<file path="config.mk">
export PLATFORM = sky130hd
export DESIGN_NAME = row_top_k_selector
export DESIGN_NICKNAME = d
export VERILOG_FILES = /design/src/rtl/rtk_pkg.sv /design/src/rtl/rtk_front.sv /design/src/rtl/rtk_snap_fifo.sv /design/src/rtl/rtk_back.sv /design/src/rtl/row_top_k_selector.sv
export SDC_FILE = /design/constraint.sdc
export NUM_CORES = 2
export LEC_CHECK = 0
export BUFFER_PORTS_ARGS = -buffer_cell sky130_fd_sc_hd__buf_2
export CORE_UTILIZATION = 55
export CTS_BUF_LIST = sky130_fd_sc_hd__clkbuf_8
export DETAILED_ROUTE_END_ITERATION = 10
export PLACE_DENSITY_LB_ADDON = 0.08
export SKIP_LAST_GASP = 1
export SLEW_MARGIN = 20
export SYNTH_ARGS = -nofsm -noshare
export SYNTH_HDL_FRONTEND = slang
export SYNTH_SLANG_ARGS = --single-unit
</file>
<file path="constraint.sdc">
create_clock -name clk -period 15.2 [get_ports clk]
set_input_delay 3.04 -clock clk [delete_from_list [all_inputs] [get_ports clk]]
set_output_delay 3.04 -clock clk [all_outputs]
set_load 0.05 [all_outputs]
</file>
<file path="src/rtl/rtk_pkg.sv">
package rtk_pkg;

  // Depth of the running list and width of a stored value.
  localparam int MAX_TOP    = 8;
  localparam int VALUE_BITS = 32;

  // Fixed field widths of the channels.
  localparam int IN_W  = 32;
  localparam int OUT_W = 32;
  localparam int CFG_W = 4;

  // Most values reported per row, and the width of a count up to it.
  localparam int RESULT_CAP = (MAX_TOP < 8) ? MAX_TOP : 8;
  localparam int CNT_W      = $clog2(RESULT_CAP + 1);

  // Reset value of the count register.
  localparam logic [CFG_W-1:0] TOP_COUNT_RESET = 4'd5;

  // Row snapshot queue between the front and the back.
  localparam int FIFO_DEPTH = 2;
  localparam int FIFO_PTR_W = (FIFO_DEPTH > 1) ? $clog2(FIFO_DEPTH) : 1;
  localparam int FIFO_CNT_W = $clog2(FIFO_DEPTH + 1);

  typedef logic [VALUE_BITS-1:0] value_t;
  typedef logic [MAX_TOP-1:0][VALUE_BITS-1:0] list_t;

  typedef struct packed {
    logic [IN_W-1:0] sample_value;
    logic            row_end;
  } in_item_t;

  typedef struct packed {
    logic [OUT_W-1:0] ranked_value;
    logic             run_last;
  } out_item_t;

  // One finished row: its sorted list and how many entries to report.
  typedef struct packed {
    list_t            vals;
    logic [CNT_W-1:0] count;
  } snap_t;

endpackage

</file>
<file path="src/rtl/rtk_front.sv">
module rtk_front (
  input  logic              clk,
  input  logic              rst_n,
  input  logic              in_push,
  output logic              in_full,
  input  rtk_pkg::in_item_t in_item,
  input  logic              cfg_we,
  input  logic [rtk_pkg::CFG_W-1:0] cfg_wdata,
  output logic              snap_push,
  output rtk_pkg::snap_t    snap_data,
  input  logic              snap_full
);
  import rtk_pkg::*;

  list_t            list_r, list_nxt;
  list_t            ins_list;
  logic [CFG_W-1:0] top_count_r;
  logic [CNT_W-1:0] eff_count;
  logic [MAX_TOP-1:0] ge;
  value_t           val;
  logic             accept;
  logic             prev_ge;
  value_t           prev_val;

  // An item is taken whenever the snapshot queue has room.
  assign in_full = snap_full;
  assign accept  = in_push && !snap_full;
  assign val     = VALUE_BITS'(in_item.sample_value);

  // Parallel compare-insert: the new value goes after every entry that is
  // greater or equal, and the entries below it move down one place.
  always_comb begin
    prev_ge  = 1'b1;
    prev_val = '0;
    for (int i = 0; i < MAX_TOP; i++) begin
      ge[i] = (list_r[i] >= val);
      if (ge[i]) begin
        ins_list[i] = list_r[i];
      end else if (prev_ge) begin
        ins_list[i] = val;
      end else begin
        ins_list[i] = prev_val;
      end
      prev_ge  = ge[i];
      prev_val = list_r[i];
    end
  end

  // Reported count, with zero read as one and large codes saturated.
  always_comb begin
    priority if (top_count_r == '0) begin
      eff_count = CNT_W'(1);
    end else if (top_count_r > CFG_W'(RESULT_CAP)) begin
      eff_count = CNT_W'(RESULT_CAP);
    end else begin
      eff_count = CNT_W'(top_count_r);
    end
  end

  // A row end hands the updated list to the queue and clears the list.
  always_comb begin
    list_nxt        = list_r;
    snap_push       = 1'b0;
    snap_data.vals  = ins_list;
    snap_data.count = eff_count;
    if (accept) begin
      if (in_item.row_end) begin
        list_nxt  = '0;
        snap_push = 1'b1;
      end else begin
        list_nxt = ins_list;
      end
    end
  end

  always_ff @(posedge clk) begin
    if (!rst_n) begin
      list_r      <= '0;
      top_count_r <= TOP_COUNT_RESET;
    end else begin
      list_r <= list_nxt;
      if (cfg_we) begin
        top_count_r <= cfg_wdata;
      end
    end
  end

`ifndef NO_ASSERTIONS
  // The list stays in descending order.
  generate
    for (genvar g = 1; g < MAX_TOP; g++) begin : g_order
      a_sorted: assert property (@(posedge clk) disable iff (!rst_n)
        list_r[g-1] >= list_r[g])
        else $error("running list out of order");
    end
  endgenerate

  // A row end leaves an empty list behind.
  a_cleared: assert property (@(posedge clk) disable iff (!rst_n)
    (accept && in_item.row_end) |=> (list_r == '0))
    else $error("list not cleared after row end");

  // A finished row is handed over only while the queue has room.
  a_push_room: assert property (@(posedge clk) disable iff (!rst_n)
    snap_push |-> !snap_full)
    else $error("row handed to a full queue");
`endif

endmodule

</file>
<file path="src/rtl/rtk_snap_fifo.sv">
module rtk_snap_fifo (
  input  logic           clk,
  input  logic           rst_n,
  input  logic           push,
  input  rtk_pkg::snap_t wr_data,
  output logic           full,
  output logic           valid,
  input  logic           pop,
  output rtk_pkg::snap_t rd_data
);
  import rtk_pkg::*;

  snap_t                 mem_r [FIFO_DEPTH];
  logic [FIFO_PTR_W-1:0] wr_ptr_r, wr_ptr_nxt;
  logic [FIFO_PTR_W-1:0] rd_ptr_r, rd_ptr_nxt;
  logic [FIFO_CNT_W-1:0] count_r, count_nxt;
  logic                  do_push, do_pop;

  assign full    = (count_r == FIFO_CNT_W'(FIFO_DEPTH));
  assign valid   = (count_r != '0);
  assign rd_data = mem_r[rd_ptr_r];
  assign do_push = push && !full;
  assign do_pop  = pop && valid;

  // Pointer and fill count updates.
  always_comb begin
    wr_ptr_nxt = wr_ptr_r;
    rd_ptr_nxt = rd_ptr_r;
    count_nxt  = count_r;
    if (do_push) begin
      wr_ptr_nxt = (wr_ptr_r == FIFO_PTR_W'(FIFO_DEPTH - 1)) ? '0 : wr_ptr_r + 1'b1;
    end
    if (do_pop) begin
      rd_ptr_nxt = (rd_ptr_r == FIFO_PTR_W'(FIFO_DEPTH - 1)) ? '0 : rd_ptr_r + 1'b1;
    end
    if (do_push && !do_pop) begin
      count_nxt = count_r + 1'b1;
    end else if (do_pop && !do_push) begin
      count_nxt = count_r - 1'b1;
    end
  end

  always_ff @(posedge clk) begin
    if (!rst_n) begin
      wr_ptr_r <= '0;
      rd_ptr_r <= '0;
      count_r  <= '0;
    end else begin
      wr_ptr_r <= wr_ptr_nxt;
      rd_ptr_r <= rd_ptr_nxt;
      count_r  <= count_nxt;
    end
  end

  // Entry storage needs no reset.
  always_ff @(posedge clk) begin
    if (do_push) begin
      mem_r[wr_ptr_r] <= wr_data;
    end
  end

`ifndef NO_ASSERTIONS
  a_count_bound: assert property (@(posedge clk) disable iff (!rst_n)
    count_r <= FIFO_CNT_W'(FIFO_DEPTH))
    else $error("snapshot queue overfilled");

  a_no_lost_push: assert property (@(posedge clk) disable iff (!rst_n)
    !(push && full))
    else $error("snapshot pushed into a full queue");

  a_no_empty_pop: assert property (@(posedge clk) disable iff (!rst_n)
    !(pop && !valid))
    else $error("snapshot popped from an empty queue");
`endif

endmodule

</file>
<file path="src/rtl/rtk_back.sv">
module rtk_back (
  input  logic               clk,
  input  logic               rst_n,
  input  logic               snap_valid,
  input  rtk_pkg::snap_t     snap_data,
  output logic               snap_pop,
  output logic               out_empty,
  input  logic               out_pop,
  output rtk_pkg::out_item_t out_item
);
  import rtk_pkg::*;

  list_t            vals_r, vals_nxt;
  logic [CNT_W-1:0] remain_r, remain_nxt;
  logic             busy_r, busy_nxt;
  logic             out_valid_r, out_valid_nxt;
  out_item_t        out_item_r, out_item_nxt;
  logic             can_load;
  logic             emit;
  logic             final_beat;

  // The output register may be refilled when it is empty or being taken.
  assign can_load   = !out_valid_r || out_pop;
  assign emit       = busy_r && can_load;
  assign final_beat = (remain_r == CNT_W'(1));
  assign snap_pop   = snap_valid && (!busy_r || (emit && final_beat));

  assign out_empty = !out_valid_r;
  assign out_item  = out_item_r;

  // Emit the head of the list each beat and shift the rest up; a new row
  // is loaded as soon as the current one has sent its final beat.
  always_comb begin
    vals_nxt      = vals_r;
    remain_nxt    = remain_r;
    busy_nxt      = busy_r;
    out_valid_nxt = out_valid_r && !out_pop;
    out_item_nxt  = out_item_r;
    if (emit) begin
      out_valid_nxt             = 1'b1;
      out_item_nxt.ranked_value = OUT_W'(vals_r[0]);
      out_item_nxt.run_last     = final_beat;
      for (int i = 0; i < MAX_TOP - 1; i++) begin
        vals_nxt[i] = vals_r[i+1];
      end
      vals_nxt[MAX_TOP-1] = '0;
      remain_nxt          = remain_r - 1'b1;
      busy_nxt            = !final_beat;
    end
    if (snap_pop) begin
      vals_nxt   = snap_data.vals;
      remain_nxt = snap_data.count;
      busy_nxt   = 1'b1;
    end
  end

  always_ff @(posedge clk) begin
    if (!rst_n) begin
      busy_r      <= 1'b0;
      out_valid_r <= 1'b0;
      remain_r    <= '0;
    end else begin
      busy_r      <= busy_nxt;
      out_valid_r <= out_valid_nxt;
      remain_r    <= remain_nxt;
    end
  end

  // Payload registers.
  always_ff @(posedge clk) begin
    vals_r     <= vals_nxt;
    out_item_r <= out_item_nxt;
  end

`ifndef NO_ASSERTIONS
  a_busy_has_work: assert property (@(posedge clk) disable iff (!rst_n)
    busy_r |-> (remain_r != '0))
    else $error("emitter busy with nothing left to send");

  a_remain_bound: assert property (@(posedge clk) disable iff (!rst_n)
    remain_r <= CNT_W'(RESULT_CAP))
    else $error("remaining count above the reporting limit");

  a_row_closed: assert property (@(posedge clk) disable iff (!rst_n)
    (emit && final_beat && !snap_pop) |=> !busy_r)
    else $error("emitter still busy after the final beat of a row");
`endif

endmodule

</file>
<file path="src/rtl/row_top_k_selector.sv">
// Row top-k selector.
// Input queue port: a beat carries one row element and a row-end flag; it is
// taken at a clock edge where in_push is high and in_full is low. Elements
// of a row are inserted into a sorted list of the MAX_TOP largest values, one
// per cycle while in_full is low: a row streams in at one element per cycle.
// Output queue port: while out_empty is low, out_item holds the next value of
// a finished row, largest first; the row's last reported value has run_last
// set. A beat is taken when out_pop is high and out_empty is low, one per
// cycle at most.
// A finished row goes through the row queue and the emitter's list register
// to the output register. Each row sends top_count beats (zero reads as one,
// codes above eight are held to eight); rows shorter than that are padded
// with zeros. The emitter sends one beat per cycle unless out_pop holds it
// off, and starts the next row right after the last beat of the previous one.
// Stalls: a two-entry queue of finished rows sits between the insertion list
// and the emitter. in_full rises while both entries are in use, which happens
// when rows end faster than their beats are sent, as with rows shorter than
// top_count or a receiver that holds off out_pop.
// Configuration: cfg_we writes cfg_wdata as top_count; reset sets it to five.
// Reset clears the list, the row queue and the output register.
module row_top_k_selector (
  input  logic               clk,
  input  logic               rst_n,
  input  logic               in_push,
  output logic               in_full,
  input  rtk_pkg::in_item_t  in_item,
  output logic               out_empty,
  input  logic               out_pop,
  output rtk_pkg::out_item_t out_item,
  input  logic               cfg_we,
  input  logic [rtk_pkg::CFG_W-1:0] cfg_wdata
);
  import rtk_pkg::*;

  logic  snap_push, snap_full, snap_valid, snap_pop;
  snap_t snap_wr, snap_rd;

  rtk_front u_front (
    .clk       (clk),
    .rst_n     (rst_n),
    .in_push   (in_push),
    .in_full   (in_full),
    .in_item   (in_item),
    .cfg_we    (cfg_we),
    .cfg_wdata (cfg_wdata),
    .snap_push (snap_push),
    .snap_data (snap_wr),
    .snap_full (snap_full)
  );

  rtk_snap_fifo u_fifo (
    .clk     (clk),
    .rst_n   (rst_n),
    .push    (snap_push),
    .wr_data (snap_wr),
    .full    (snap_full),
    .valid   (snap_valid),
    .pop     (snap_pop),
    .rd_data (snap_rd)
  );

  rtk_back u_back (
    .clk        (clk),
    .rst_n      (rst_n),
    .snap_valid (snap_valid),
    .snap_data  (snap_rd),
    .snap_pop   (snap_pop),
    .out_empty  (out_empty),
    .out_pop    (out_pop),
    .out_item   (out_item)
  );

endmodule

</file>
==> out/qor.csv <==
stage;metric;value;unit
synthesis;number of distinct library cells after synthesis;67;
timing;Final setup viols;0;
drt;DR vias/cell;6.565;
pwr;combinational share of power;22.8;%
clock_tree;TritonCTS buffer count;176;
synthesis;count leader, synth;edfxtp_1;
floorplan;die span in x;309.1;um
synthesis;synthesized instance count;4367;
worst_setup_path;Critical Path Source Type;input port;
worst_setup_path;crit end category;flop;
drt;drt initial violations;4037;
clock_tree;hold buffers post-CTS;0;
cells_and_area;nets;4651;
floorplan;Die Y;309.1;um
placement;Post-Place Cells;5425;
global_route;pin count of the biggest net entering global routing;138;
worst_hold_path;worst hold path type;reg -> reg;
floorplan;Std-Cell Rows;112;
timing;fin. max-slew vios;0;
timing;Final Hold Fails;0;
global_route;number of global-route vias before repair;35940;
drt;DR pass1 iterations;8;
floorplan;num ports;77;
job;max_cap viols;0;
worst_setup_path;crit path kind;in -> reg;
synthesis;Avg Inst Size Synth;11.88;sq um
cells_and_area;area grow syn2layout;9.369;%
drt;DRC;0;
worst_setup_path;crit path max fanout;42;
pwr;Max VDD drop;0.1799;mV
clock_tree;CTS tree;yes;
pwr;Sw Share;32.71;%
placement;RD Place Congestion;0.9986;
clock_tree;clk_lat worst skew;0.88;ns
timing;Slew headroom;15.08;%
timing;worst slew pin tran;1.260;ns
global_route;gr usage total;33.45;%
synthesis;warnings from Yosys;0;
drt;Avg WL per Cell;27.95;um
pwr;Flop pwr share;48.4;%
drt;Antenna Nets Post-Route;0;
timing;minimum clock period;7.536;ns
clock_tree;number of clock sinks;1080;
drt;Vias;37780;
cells_and_area;fraction of layout cells with a size suffix above 1;11.76;%
synthesis;Primary FF master, synth;edfxtp_1;
cells_and_area;Layout fillers;7635;
clock_tree;H-Tree Depth;4;
timing;fmax;132.7;MHz
synthesis;count of state elements after synthesis;1080;
synthesis;Synth top cells by count;edfxtp_1 (809), nand2_1 (464), o21ai_0 (375), mux2i_1 (359), clkbuf_1 (273);
clock_tree;Clk pin slew, worst setup/hold paths;0.06;ns
pwr;Int Pwr;5.824;mW
synthesis;Area contributors post-synth;edfxtp_1 (47%), dfxtp_1 (10%), mux2i_1 (6.9%);
global_route;first-pass GRT wire length;234.1;mm
floorplan;area of the die;0.09552;sq mm
pwr;Leakage Power;20.69;nW
placement;I/O Buffers;76;
floorplan;Core Box Area;0.09333;sq mm
synthesis;EDFF count, synth;809;
clock_tree;root buffer cell;clkbuf_8;
pwr;Switching Power;2.832;mW
synthesis;Post-synth ARST share;0;%
pwr;Clock power frac;28.8;%
synthesis;Synth Net Count;4668;
floorplan;Initial Util;55.56;%
placement;hpwl dp;103.9;mm
synthesis;most area-hungry cell type in the Yosys netlist;edfxtp_1;
global_route;remaining global-route overflow;0;
timing;Tcrit/Tclk final;49.58;%
timing;setup skew after layout;0.04763;ns
drt;total wire length;160.8;mm
pwr;PD cells;152.6;mW/mm^2
synthesis;sequential area share after synthesis;57.31;%
clock_tree;Post-CTS Setup Repair Bufs;0;
worst_setup_path;Worst EP arrival;8.09;ns
synthesis;Yosys top cell area share;46.85;%
timing;RSZ-0062 raised after global routing;no;
timing;Setup TNS Final;0;ns
worst_setup_path;CP required;15.75;ns
status;status;complete, no violations;
synthesis;Synth Cell Area;0.05186;sq mm
global_route;initial antenna violation count;3;
clock_tree;Resized cells post-CTS;0;
clock_tree;CTS Buffer Depth;3;
cells_and_area;Final Non-Filler Cells;5755;
[sequential cells by signal, summed over array words and instances, names as in the netlist, named ones only]
signal	count
u_front.top_count_r	4
u_back.out_valid_r	1
u_back.remain_r	4
u_back.busy_r	1
u_fifo.count_r	2
u_back.vals_r	256
u_back.out_item	33
u_fifo.rd_ptr_r	1
u_fifo.mem_r	520
u_front.prev_val	32
u_front.list_r	224
u_fifo.wr_ptr_r	1
[metal layers]
metal	vias up	part of all wire, %	global-route usage [%]
met2	1838	47	53.35
met3	498	7.3	5.974
met4	0	6.5	21.92
met5	-	0	0
met1	18550	39	41.92
li1	16900	-	-
[layout by cell type (no fill, tap or decap), types with 35 or more instances in the layout]
cell       count
o21ai_0      373
nor3_1        38
buf_4         83
o211ai_1      67
mux2i_1      359
nor4_1        35
dfxtp_1      270
o221ai_1      64
edfxtp_1     809
nand3_1      206
nor2_1       103
a21oi_1      119
o2bb2ai_1     97
inv_1        170
ha_1         259
nand4_1       55
buf_2         76
clkbuf_8     193
a211oi_1      41
nand2_1      460
o311ai_0      54
mux2_2        65
a22o_1        64
[kinds of logic (layout without fill, tap and decap cells)]
| family | after synthesis | count (layout) | share of synthesized area [%] |
|---|---|---|---|
| mux | 424 | 424 | 8.341 |
| other cells | 0 | 3 | 0 |
| buf+inv | 469 | 600 | 3.713 |
| xor+xnor | 7 | 7 | 0.1182 |
| compound gates | 1136 | 1136 | 15.55 |
| flops | 1080 | 1080 | 57.31 |
| simple gates | 992 | 992 | 8.724 |
| fa+ha+maj | 259 | 259 | 6.249 |
[area by class of cell]
type / instances / area [sq um] / share of cell area, %
inverter: 112 / 427.9 / 0.7545
sequential: 1080 / 29720 / 52.40
clock inverter: 133 / 804.5 / 1.418
antenna: 3 / 7.507 / 0.01324
clock buffer: 193 / 2656 / 4.683
tap: 1254 / 1569 / 2.766
multi-input combinational: 2818 / 20470 / 36.09
timing repair buffer: 162 / 1062 / 1.873
[worst max-delay path, cell delays in order]
cell,delay [ns]
buf_2,0.27
inv_1,0.32
ha_1,0.40
nand2_1,0.07
nor2_1,0.21
nand2_1,0.08
o311ai_1,0.80
a21o_2,1.00
nand2_2,0.64
buf_4,0.53
o311ai_0,0.67
[final timing paths]
check	start	to	slack [ns]	cells after the start
setup / recovery	in_item[12]	u_fifo.mem_r[1][64]	7.66	11
hold / removal	u_back.vals_r[14]	u_back.out_item[15]	0.42	0
setup reg to reg	u_front.list_r[11]	u_fifo.mem_r[1][64]	10.07	9
hold reg to reg	u_back.vals_r[14]	u_back.out_item[15]	0.42	0
[stage by stage]
| stage | cell area, sq um | hold WS, ns | setup WS [ns] | power, mW | utilization (%) |
|---|---|---|---|---|---|
| 5_1_grt | 56720 | 0.4256 | 7.644 | 9.041 | 60.77 |
| 4_1_cts | 56700 | 0.4175 | 7.942 | 8.727 | 60.75 |
| 6_report | 56720 | 0.4181 | 7.664 | 8.656 | 60.77 |
| 2_1_floorplan | 51860 | 0.4003 | 0.08806 | 5.688 | - |
| 3_3_place_gp | 53210 | 0.4012 | 7.122 | 6.208 | 57.01 |
| 3_5_place_dp | 53230 | 0.4055 | 7.051 | 6.243 | 57.04 |
[power by group through the flow]
stage          Sequential, mW  Combinational (mW)  Clock [mW]
6_report                 4.19                1.98        2.49
5_1_grt                  4.23                2.15        2.66
4_1_cts                  4.19                2.00        2.54
3_5_place_dp             4.25                2.00           0
3_3_place_gp             4.23                1.97           0
2_1_floorplan            4.44                1.25           0
(Power assumes the default switching activity.)
